File: src/sv/vector_length_fast_isqrt_macros.svh
// assertion helpers shared by the vector length datapath
`ifndef VECTOR_LENGTH_FAST_ISQRT_MACROS_SVH
`define VECTOR_LENGTH_FAST_ISQRT_MACROS_SVH

// same-cycle implication, quiet during reset
`define VLFI_ASSERT_IMP(name, pre, post, msg) \
   name: assert property (@(posedge clock) disable iff (reset) (pre) |-> (post)) \
      else $error(msg);

// next-cycle implication, quiet during reset
`define VLFI_ASSERT_NXT(name, pre, post, msg) \
   name: assert property (@(posedge clock) disable iff (reset) (pre) |=> (post)) \
      else $error(msg);

`endif

File: src/sv/vlfi_pkg.sv
`timescale 1ns / 1ps
`default_nettype none

package vlfi_pkg;

   localparam logic [31:0] ISQRT_MAGIC  = 32'h5F3759D5;
   localparam logic [31:0] HALF_BITS    = 32'h3F000000;
   localparam logic [31:0] THREE_HALVES = 32'h3FC00000;
   localparam logic [31:0] CANON_NAN    = 32'h7FC00000;

   localparam logic CMD_VEC3 = 1'b1;

   localparam int LANES      = 3;
   localparam int TOP_STAGES = 27;
   localparam int CMD_TAPS   = 3;
   localparam int ZZ_TAPS    = 4;
   localparam int EST_TAPS   = 13;
   localparam int EST_TAP_P  = 2;
   localparam int EST_TAP_Q  = 5;
   localparam int EST_TAP_R  = EST_TAPS - 1;
   localparam int QBITS      = 28;
   localparam int DIV_STEPS  = 2;
   localparam int DIV_STAGES = QBITS / DIV_STEPS;

   typedef enum logic [1:0] {FK_NUM, FK_ZERO, FK_INF, FK_NAN} fkind_type;

   typedef struct packed {
      fkind_type          kind;
      logic               sgn;
      logic signed [9:0]  exp;
      logic [23:0]        man;
   } unp_type;

   typedef struct packed {
      fkind_type          kind;
      logic               sgn;
      logic signed [10:0] exp;
      logic [23:0]        ma;
      logic [23:0]        mb;
   } mul1_type;

   typedef struct packed {
      fkind_type          kind;
      logic               sgn;
      logic signed [10:0] exp;
      logic [47:0]        prod;
   } mul2_type;

   typedef struct packed {
      fkind_type          kind;
      logic               sgn;
      logic               sub;
      logic signed [9:0]  exp;
      logic [4:0]         d;
      logic [23:0]        ma;
      logic [23:0]        mb;
   } add1_type;

   typedef struct packed {
      fkind_type          kind;
      logic               sgn;
      logic signed [9:0]  exp;
      logic [27:0]        sum;
   } add2_type;

   typedef struct packed {
      fkind_type          kind;
      logic               sgn;
      logic signed [11:0] exp;
      logic [26:0]        sig;
   } add3_type;

   typedef struct packed {
      fkind_type          kind;
      logic               sgn;
      logic signed [9:0]  exp;
      logic [23:0]        man;
      logic [24:0]        rem;
      logic [QBITS-1:0]   q;
   } div_type;

   function automatic logic [4:0] lzc27(input logic [26:0] v);
      logic [4:0] n;
      logic       hit;
      n   = 5'd27;
      hit = 1'b0;
      for (int i = 26; i >= 0; i--) begin
         if (!hit && v[i]) begin
            n   = 5'(26 - i);
            hit = 1'b1;
         end
      end
      return n;
   endfunction

   // mantissa normalized to bit 23, value = man * 2^(exp-23)
   function automatic unp_type unpack(input logic [31:0] b);
      unp_type    u;
      logic [7:0] e;
      logic [22:0] f;
      logic [4:0] lz;
      e      = b[30:23];
      f      = b[22:0];
      lz     = lzc27({f, 1'b0, 3'b111});
      u.sgn  = b[31];
      u.kind = FK_NUM;
      u.exp  = '0;
      u.man  = '0;
      if (e == 8'hFF) begin
         u.kind = (f != '0) ? FK_NAN : FK_INF;
      end else if (e == 8'd0) begin
         if (f == '0) begin
            u.kind = FK_ZERO;
         end else begin
            u.man = {f, 1'b0} << lz;
            u.exp = -10'sd127 - $signed({5'd0, lz});
         end
      end else begin
         u.man = {1'b1, f};
         u.exp = $signed({2'b00, e}) - 10'sd127;
      end
      return u;
   endfunction

   function automatic logic [31:0] pack_special(input fkind_type kind, input logic sgn);
      logic [31:0] res;
      case (kind)
         FK_NAN:  res = CANON_NAN;
         FK_INF:  res = {sgn, 8'hFF, 23'd0};
         default: res = {sgn, 31'd0};
      endcase
      return res;
   endfunction

   // sig has its leading one at bit 26, value = sig * 2^(e-26)
   function automatic logic [31:0] round_pack(input logic sgn, input logic signed [11:0] e,
                                              input logic [26:0] sig);
      logic [26:0]        s;
      logic signed [11:0] diff;
      logic signed [11:0] be;
      logic [4:0]         sh;
      logic               st;
      logic               inc;
      logic               sub;
      logic [24:0]        m;
      logic [31:0]        res;
      s    = sig;
      sub  = 1'b0;
      sh   = '0;
      st   = 1'b0;
      diff = -12'sd126 - e;
      if (e < -12'sd126) begin
         sub = 1'b1;
         sh  = (diff > 12'sd27) ? 5'd27 : diff[4:0];
         st  = |(s & ((27'd1 << sh) - 27'd1));
         s   = (s >> sh) | {26'd0, st};
      end
      inc = s[2] & (s[3] | s[1] | s[0]);
      m   = {1'b0, s[26:3]} + {24'd0, inc};
      be  = e + 12'sd127 + $signed({11'd0, m[24]});
      if (sub) begin
         res = {sgn, 7'd0, m[23], m[22:0]};
      end else if (be >= 12'sd255) begin
         res = {sgn, 8'hFF, 23'd0};
      end else begin
         res = {sgn, be[7:0], m[22:0]};
      end
      return res;
   endfunction

   function automatic mul1_type mul_s1(input logic [31:0] a, input logic [31:0] b);
      unp_type  ua;
      unp_type  ub;
      mul1_type m;
      ua     = unpack(a);
      ub     = unpack(b);
      m.sgn  = ua.sgn ^ ub.sgn;
      m.exp  = {ua.exp[9], ua.exp} + {ub.exp[9], ub.exp};
      m.ma   = ua.man;
      m.mb   = ub.man;
      if (ua.kind == FK_NAN || ub.kind == FK_NAN ||
          (ua.kind == FK_INF && ub.kind == FK_ZERO) ||
          (ua.kind == FK_ZERO && ub.kind == FK_INF)) begin
         m.kind = FK_NAN;
      end else if (ua.kind == FK_INF || ub.kind == FK_INF) begin
         m.kind = FK_INF;
      end else if (ua.kind == FK_ZERO || ub.kind == FK_ZERO) begin
         m.kind = FK_ZERO;
      end else begin
         m.kind = FK_NUM;
      end
      return m;
   endfunction

   function automatic mul2_type mul_s2(input mul1_type m);
      mul2_type p;
      p.kind = m.kind;
      p.sgn  = m.sgn;
      p.exp  = m.exp;
      p.prod = {24'd0, m.ma} * {24'd0, m.mb};
      return p;
   endfunction

   function automatic logic [31:0] mul_s3(input mul2_type p);
      logic signed [11:0] e;
      logic [31:0]        res;
      e = {p.exp[10], p.exp};
      if (p.kind != FK_NUM) begin
         res = pack_special(p.kind, p.sgn);
      end else if (p.prod[47]) begin
         res = round_pack(p.sgn, e + 12'sd1, {p.prod[47:22], |p.prod[21:0]});
      end else begin
         res = round_pack(p.sgn, e, {p.prod[46:21], |p.prod[20:0]});
      end
      return res;
   endfunction

   function automatic add1_type add_s1(input logic [31:0] a, input logic [31:0] b);
      logic               swap;
      logic [31:0]        hi;
      logic [31:0]        lo;
      logic [7:0]         eh;
      logic [7:0]         el;
      logic               nh;
      logic               nl;
      logic               ih;
      logic               il;
      logic signed [9:0]  xh;
      logic signed [9:0]  xl;
      logic signed [9:0]  dd;
      add1_type           r;
      swap = a[30:0] < b[30:0];
      hi   = swap ? b : a;
      lo   = swap ? a : b;
      eh   = hi[30:23];
      el   = lo[30:23];
      nh   = (eh == 8'hFF) && (hi[22:0] != '0);
      nl   = (el == 8'hFF) && (lo[22:0] != '0);
      ih   = (eh == 8'hFF) && (hi[22:0] == '0);
      il   = (el == 8'hFF) && (lo[22:0] == '0);
      xh   = (eh == 8'd0) ? -10'sd126 : $signed({2'b00, eh}) - 10'sd127;
      xl   = (el == 8'd0) ? -10'sd126 : $signed({2'b00, el}) - 10'sd127;
      dd   = xh - xl;
      r.d   = (dd > 10'sd27) ? 5'd27 : dd[4:0];
      r.ma  = {eh != 8'd0, hi[22:0]};
      r.mb  = {el != 8'd0, lo[22:0]};
      r.exp = xh;
      r.sub = hi[31] ^ lo[31];
      r.sgn = hi[31];
      r.kind = FK_NUM;
      if (nh || nl) begin
         r.kind = FK_NAN;
      end else if (ih) begin
         r.kind = (il && r.sub) ? FK_NAN : FK_INF;
      end else if (hi[30:0] == '0) begin
         r.kind = FK_ZERO;
         r.sgn  = a[31] & b[31];
      end
      return r;
   endfunction

   function automatic add2_type add_s2(input add1_type r);
      logic [26:0] av;
      logic [26:0] bf;
      logic [26:0] bv;
      logic        st;
      add2_type    o;
      av    = {r.ma, 3'b000};
      bf    = {r.mb, 3'b000};
      st    = |(bf & ((27'd1 << r.d) - 27'd1));
      bv    = (bf >> r.d) | {26'd0, st};
      o.kind = r.kind;
      o.sgn  = r.sgn;
      o.exp  = r.exp;
      o.sum  = r.sub ? ({1'b0, av} - {1'b0, bv}) : ({1'b0, av} + {1'b0, bv});
      return o;
   endfunction

   function automatic add3_type add_s3(input add2_type r);
      logic [4:0]         lz;
      logic signed [11:0] e;
      add3_type           o;
      lz     = lzc27(r.sum[26:0]);
      e      = {{2{r.exp[9]}}, r.exp};
      o.kind = r.kind;
      o.sgn  = r.sgn;
      // exact cancellation rounds to +0
      if (r.kind == FK_NUM && r.sum == '0) begin
         o.kind = FK_ZERO;
         o.sgn  = 1'b0;
      end
      if (r.sum[27]) begin
         o.sig = {r.sum[27:2], r.sum[1] | r.sum[0]};
         o.exp = e + 12'sd1;
      end else begin
         o.sig = r.sum[26:0] << lz;
         o.exp = e - $signed({7'd0, lz});
      end
      return o;
   endfunction

   function automatic logic [31:0] add_s4(input add3_type r);
      logic [31:0] res;
      if (r.kind == FK_NUM) begin
         res = round_pack(r.sgn, r.exp, r.sig);
      end else begin
         res = pack_special(r.kind, r.sgn);
      end
      return res;
   endfunction

   function automatic div_type div_init(input logic [31:0] b);
      unp_type u;
      div_type d;
      u      = unpack(b);
      d.kind = u.kind;
      d.sgn  = u.sgn;
      d.exp  = u.exp;
      d.man  = u.man;
      d.rem  = 25'h0800000;
      d.q    = '0;
      return d;
   endfunction

   function automatic div_type div_step(input div_type d);
      div_type r;
      logic    ge;
      r = d;
      for (int i = 0; i < DIV_STEPS; i++) begin
         ge = r.rem >= {1'b0, r.man};
         if (ge) begin
            r.rem = r.rem - {1'b0, r.man};
         end
         r.q   = {r.q[QBITS-2:0], ge};
         r.rem = r.rem << 1;
      end
      return r;
   endfunction

   // 1/r from the finished quotient of 2^(23+QBITS-1) / man
   function automatic logic [31:0] div_final(input div_type d);
      logic               st;
      logic signed [11:0] e;
      logic [31:0]        res;
      st = d.rem != '0;
      e  = {{2{d.exp[9]}}, d.exp};
      case (d.kind)
         FK_NAN:  res = CANON_NAN;
         FK_INF:  res = {d.sgn, 31'd0};
         FK_ZERO: res = {d.sgn, 8'hFF, 23'd0};
         default: begin
            if (d.q[QBITS-1]) begin
               res = round_pack(d.sgn, -e, d.q[QBITS-1:1]);
            end else begin
               res = round_pack(d.sgn, -12'sd1 - e, {d.q[QBITS-2:1], d.q[0] | st});
            end
         end
      endcase
      return res;
   endfunction

endpackage

`default_nettype wire

File: src/sv/vlfi_recip.sv
`timescale 1ns / 1ps
`default_nettype none

`include "vector_length_fast_isqrt_macros.svh"

module vlfi_recip (
   input  logic        clock,
   input  logic        reset,
   input  logic        en,
   input  logic        in_valid,
   input  logic [31:0] in_bits,
   output logic        out_valid,
   output logic [31:0] out_bits
);

   vlfi_pkg::div_type div_ff [vlfi_pkg::DIV_STAGES+1];
   logic [vlfi_pkg::DIV_STAGES:0] vld_ff;
   logic [vlfi_pkg::DIV_STAGES:0] vld_in;
   logic        out_valid_ff;
   logic [31:0] out_bits_ff;

   assign vld_in = {vld_ff[vlfi_pkg::DIV_STAGES-1:0], in_valid};

   always_ff @(posedge clock) begin
      if (reset) begin
         vld_ff       <= '0;
         out_valid_ff <= 1'b0;
      end else if (en) begin
         vld_ff       <= vld_in;
         out_valid_ff <= vld_ff[vlfi_pkg::DIV_STAGES];
      end
   end

   // two quotient bits per stage
   always_ff @(posedge clock) begin
      if (en) begin
         div_ff[0] <= vlfi_pkg::div_init(in_bits);
         for (int k = 0; k < vlfi_pkg::DIV_STAGES; k++) begin
            div_ff[k+1] <= vlfi_pkg::div_step(div_ff[k]);
         end
         out_bits_ff <= vlfi_pkg::div_final(div_ff[vlfi_pkg::DIV_STAGES]);
      end
   end

   assign out_valid = out_valid_ff;
   assign out_bits  = out_bits_ff;

   `VLFI_ASSERT_NXT(a_recip_frozen, !en, $stable(out_valid_ff) && $stable(out_bits_ff), "output moved during stall")
   `VLFI_ASSERT_NXT(a_recip_enter, in_valid && en, vld_ff[0], "accepted word lost at divider entry")
   `VLFI_ASSERT_IMP(a_recip_nan, out_valid_ff && out_bits_ff[30:23] == 8'hFF && out_bits_ff[22:0] != 23'd0, out_bits_ff == vlfi_pkg::CANON_NAN, "nan not canonical")

endmodule

`default_nettype wire

File: config.mk
export PLATFORM = sky130hd
export DESIGN_NAME = vlfi_recip
export DESIGN_NICKNAME = d
export VERILOG_FILES = /design/src/sv/vlfi_pkg.sv /design/src/sv/vlfi_recip.sv
export VERILOG_INCLUDE_DIRS = /design/src /design/src/sv
export SDC_FILE = /design/constraint.sdc
export NUM_CORES = 2
export LEC_CHECK = 0
export ABC_CLOCK_PERIOD_IN_PS = 9700
export BUFFER_PORTS_ARGS = -buffer_cell sky130_fd_sc_hd__buf_4
export CAP_MARGIN = 20
export CORE_MARGIN = 5
export CORE_UTILIZATION = 65
export CTS_BUF_LIST = sky130_fd_sc_hd__clkbuf_4 sky130_fd_sc_hd__clkbuf_8
export CTS_CLUSTER_DIAMETER = 40
export CTS_CLUSTER_SIZE = 28
export DETAILED_ROUTE_END_ITERATION = 7
export GPL_TIMING_DRIVEN = 0
export PLACE_DENSITY = 0.85
export SLEW_MARGIN = 10
export SYNTH_ARGS = -nofsm -noshare
export SYNTH_HDL_FRONTEND = slang
export SYNTH_SLANG_ARGS = --single-unit
File: constraint.sdc
create_clock -name clock -period 9.7 [get_ports clock]
set_clock_uncertainty 0.15 [all_clocks]
set_input_delay 0.485 -clock clock [delete_from_list [all_inputs] [get_ports clock]]
set_output_delay 0.485 -clock clock [all_outputs]
set_load 0.02 [all_outputs]
# Word-level counts from Yosys, hierarchy flattened

Memories as Yosys holds them, arrays and structs flattened.
Index checks and enable logic that the tools add are counted.

Bits in registers: 48
Bits in writable memories: 1335
Output and inout port bits: 33
Memories kept: 1

$add $sub $neg: 42
$lt $le $gt $ge: 34
Eq/ne operators: 4
Shifts and indexed selects: 5
Multiplexer cells: 164
Bitwise gates (word level): 11
Reductions and logical operators: 51

Memories:

| name   | words | bits a word | read ports | clocked after memory_dff | wr ports | RTL line         | RTL |
|---|---|---|---|---|---|---|---|
| div_ff | 15    | 89          | 15         | 0                        | 15       | vlfi_recip.sv:16 | `vlfi_pkg::div_type div_ff [vlfi_pkg::DIV_STAGES+1];` |

Operators by type and width:

| cell                  | number |
|---|---|
| $mux 24               | 56 |
| $ge 25x24->1          | 28 |
| $sub 24x24->24        | 28 |
| $mux 27               | 8 |
| $mux 31               | 5 |
| $mux 5                | 28 |
| $mux 34               | 4 |
| $pmux 32 s3           | 1 |
| $mux 1                | 60 |
| $and 27x27->27        | 2 |
| $or 27x1->27          | 2 |
| $reduce_or 27->1      | 2 |
| $shl 1x5->27 const A  | 2 |
| $shr 27x5->27         | 2 |
| $sub 27x1->27 const B | 2 |
| $add 24x1->25         | 2 |
| $reduce_bool 25->1    | 1 |
| $add 12x2->12         | 2 |
| $ge 12x9->1 const B   | 2 |
| $gt 12x6->1 const B   | 2 |
| $shl 24x5->24         | 1 |
| $logic_not 23->1      | 1 |
| $reduce_bool 23->1    | 1 |
| $logic_and 1x1->1     | 22 |
| 19 further kinds      | 47 |

# Depth between registers and ports, before layout

Depth after elaboration: 98
Mapped depth: 43
Depth with buffers taken out: 33

# Worst setup path after synthesis

No wires, ideal clock.

Kind: register -> register
Start: memory div_ff[1][610] (netlist bit)
End: register out_bits_ff[11], in the netlist out_bits[11] (data pin)
Arrival: 8.114 ns
Setup slack: 1.165 ns
Cell stages (with the launch flop): 41
Path buffers: 9
Period minus slack after synthesis: 8.535 ns
Cells stage by stage: edfxtp_1 -> buf_6 -> buf_2 -> inv_1 -> buf_1 -> clkbuf_1 -> clkbuf_1 -> ha_1 -> clkbuf_1 -> o21bai_1 -> a221oi_2 -> xnor2_2 -> nor3_1 -> o31ai_4 -> o21ai_2 -> buf_2 -> a211o_1 -> o311ai_0 -> [... 5 more ...] -> and4b_1 -> buf_4 -> and3_4 -> nand4_1 -> ha_1 -> nor2b_1 -> xnor2_1 -> nand2_1 -> mux2_2 -> a211oi_1 -> a21oi_1 -> nor3_1 -> nand3_1 -> o211ai_1 -> nand2_1 -> o211ai_1 -> clkbuf_1 -> o22ai_1

RTL lines:

| element                | RTL line         | RTL |
|---|---|---|
| start: declaration     | vlfi_recip.sv:16 |  |
| end signal: assignment | vlfi_recip.sv:41 | `out_bits_ff <= vlfi_pkg::div_final(div_ff[vlfi_pkg::DIV_STAGES]);` |
| end: declaration       | vlfi_recip.sv:20 | `logic [31:0] out_bits_ff;` |

==> impl_metrics.py <==
metrics = {
    "outcome": {
        "status": "completed",
    },
    "synth": {
        "seq_area_frac_synth_pct": 41.24,
        "syn-mean-instance-area_sq_um": 9.967,
        "synthCells": 8071,
        "synth_top_area_share_pct": 40.84,
        "synth.area.mux_share_pct": 7.355,
        "synth_area_leader_cell": "edfxtp_1",
        "ys_types": 127,
        "ys_async_sr_fraction_pct": 0,
        "yosys.area_share.simple_pct": 14.04,
        "synth-seq-cells": 1110,
        "synthAdderAreaFrac_pct": 10.43,
        "synth_compound_area_share_pct": 16.75,
        "synth_xor_area_share_pct": 6.080,
        "ys_warn_count": 0,
        "syn-num-nets": 8770,
        "yosys-top-cells-area": "edfxtp_1 (41%), ha_1 (10%), mux2_2 (5.7%)",
        "synth_area_sq_um": 80440,
        "synth_top_family_by_area": "compound AO/OA/AOI/OAI gates",
        "ys.flop_type": "edfxtp_1",
        "synth-edff-count": 1094,
    },
    "drt": {
        "via_per_inst": 6.612,
        "route.vias.total": 67020,
        "dr.first_iter.drc_count": 7601,
        "final_antenna_net_count": 0,
        "drt_first_pass_iters": 8,
        "wl_per_cell_um": 24.31,
        "wirelength_mm": 246.4,
        "route.detailed.drc": 0,
    },
    "timing": {
        "fin_crit_ns": 9.410,
        "finalSetupViolations": 0,
        "drv_slew": 0,
        "period_share_pct": 97.01,
        "fmax_ghz": 0.1063,
        "finalHoldViolations": 0,
        "slew_headroom_pct": 17.73,
        "worstMarginPinSlew_ns": 1.219,
    },
    "floorplanning": {
        "rows": 129,
        "core-area_sq_um": 123300,
        "initial_utilization_pct": 65.23,
        "io_pins": 69,
        "die_y_um": 361.8,
        "die_x_um": 361.8,
        "dieArea_sq_um": 130900,
    },
    "worst_setup_path": {
        "reg2reg_depth": 36,
        "crit_path_start_kind": "register",
        "r2r-start": "div_ff[1][610]$_DFFE_PP_",
        "slowest_delay_ns": 0.45,
        "path_class": "register to register",
        "crit_fanout": 17,
        "crit_arrival_ns": 9.83,
        "worst_setup_path_end_kind": "register",
        "startpoint": "div_ff[1][610]$_DFFE_PP_",
        "critPathRequiredTime_ns": 10.12,
        "rrSetupSlack_ns": 0.29,
        "cpMaxStageDelayCell": "edfxtp_1",
        "r2r-end": "out_bits[0]$_SDFFCE_PN0P_",
    },
    "job": {
        "cap_violations": 0,
    },
    "cts": {
        "cts_tree": "yes",
        "clkTransAtPathRegs_ns": 0.09,
        "clock_sinks": 1110,
        "cts_root_buffer": "clkbuf_8",
        "cts_made_buffers": 143,
        "clock_latency_ns": 0.93,
        "clock_path_buffers": 3,
        "h-tree-depth": 4,
    },
    "placed_design": {
        "gp_congestion": 1.011,
        "io_buffers": 67,
        "postPlaceCellArea_sq_um": 83220,
        "place_hpwl_mm": 188.3,
        "dp.cells": 9786,
    },
    "pwr": {
        "p_leak_nw": 35.41,
        "vdd_ir_drop_max_mv": 0.5993,
        "power_mw": 37.44,
        "power.density_nw_per_um2": 426.2,
    },
    "final_layout": {
        "nNetsFinal": 9068,
        "drive_above_1_share_pct": 12.35,
        "final_area_sq_um": 87850,
        "syn2layout_area_growth_pct": 9.206,
        "final_cells": 10140,
    },
    "hold_path": {
        "min_path_cells": 3,
        "hp-start": "in_bits[19]",
        "hp-class": "input port to register",
        "min_to": "div_ff[0][71]$_SDFFCE_PP0P_",
    },
    "global_routing": {
        "grt_pass1_vias": 64760,
        "grt_max_degree": 182,
        "overflow": 0,
        "grt_first_pass_wirelength_mm": 373.8,
        "grt.total_usage_pct": 36.61,
        "antenna_found_initial": 10,
    },
}
## Yosys cell counts, types with 97 or more instances
master,count
nand4_1,132
ha_1,650
nor2_1,626
nor3_1,172
edfxtp_1,1094
mux2i_1,109
mux2_2,410
xnor2_1,376
a21oi_1,542
o21ai_0,432
nor2b_1,97
a21o_1,192
clkbuf_1,179
nand3_1,202
xor2_1,178
inv_1,599
nand2_1,585
## timing repair
action	in CTS	in global routing
endpoints found under the setup margin	40	165
hold endpoints to repair	100	0
pin swaps	6	18
hold buffers	41	0
gates resized for setup	59	83
setup buffers	9	25
## critical path: cells and delay by family, from the launching register on
kind / cells / cell delay, ns
adders and majority gates: 4 / 1.03
DFF: 1 / 0.45
and+or+nand+nor: 14 / 2.88
AOI/OAI and AO/OA: 8 / 2.16
buffers and inverters: 10 / 2.35
## cells in the final DEF (no fill, tap or decap), types with 92 or more instances in the layout
cell type,instances
a21o_1,192
nand2_1,582
nor3_1,169
buf_4,112
a21oi_1,537
nand3_1,199
and3_1,93
xor2_1,176
o21ai_0,430
edfxtp_1,1094
ha_1,649
nor2_1,620
clkbuf_1,148
mux2_2,410
inv_1,598
nand4_1,132
mux2i_1,107
nor2b_1,95
clkbuf_8,145
a31oi_1,92
xnor2_1,373
## through the flow
step	TNS [ns]	util (%)	setup slack [ns]	hold slack, ns
after CTS	0	70.81	0.006095	0.03108
final	0	71.24	0.2901	0.08285
after global placement	-800.71	67.30	-2.649	0.2501
after global routing	-0.1153	71.23	-0.02689	0.08533
after floorplan	0	-	1.165	0.2503
after detailed placement	-65.38	67.48	-2.664	0.2545
## metal layers
| layer | vias up | track usage, % | share of wire (%) |
|---|---|---|---|
| met5 | - | 0 | 0.0081 |
| met4 | 4 | 21.15 | 6.9 |
| met3 | 943 | 7.081 | 8.3 |
| met2 | 3639 | 61.08 | 47 |
| met1 | 31740 | 44.62 | 38 |
| li1 | 30690 | - | - |
## worst max path at each step
stage	end	slack, ns	depth (start not counted)
2_1_floorplan	out_bits[11]$_SDFFCE_PN0P_	1.16	40
3_3_place_gp	out_bits[0]$_SDFFCE_PN0P_	-2.65	38
3_5_place_dp	out_bits[0]$_SDFFCE_PN0P_	-2.66	38
4_1_cts	out_bits[15]$_SDFFCE_PN0P_	0.006	43
5_1_grt	div_ff[0][576]$_DFFE_PP_	-0.03	32
6_report	out_bits[0]$_SDFFCE_PN0P_	0.29	36
## registers in the layout (all words and copies together), names as in the netlist
name	cells
out_bits	32
vld_ff	15
out_valid	1
div_ff	1062
## cell families (layout without fill, tap and decap cells)
kind of cell	Yosys count	in the layout
other	0	10
AOI/OAI and AO/OA	2054	2054
muxes	529	529
adders and majority gates	663	663
xor gates and xnor gates	556	556
and+or+nand+nor	2311	2311
buffers and inverters	848	1266
DFF	1110	1110
## power by group
group | internal, mW | leakage, nW | total, mW | switching [mW]
combinational | 11.3 | 22.9 | 25.3 | 14.0
sequential | 7.48 | 10.8 | 8.20 | 0.720
clock | 1.82 | 1.67 | 3.96 | 2.13
total | 20.6 | 35.4 | 37.4 | 16.9
## layout make-up
type	count	area [sq um]
multi-input combinational	6113	44460
sequential	1110	33170
antenna	10	25.02
clock inverter	114	1333
tap	1637	2048
fill	8953	35460
timing repair buffer	156	1433
clock buffer	151	2034
buffer	244	1092
inverter	601	2256
Power figures use the tool's default switching activity.
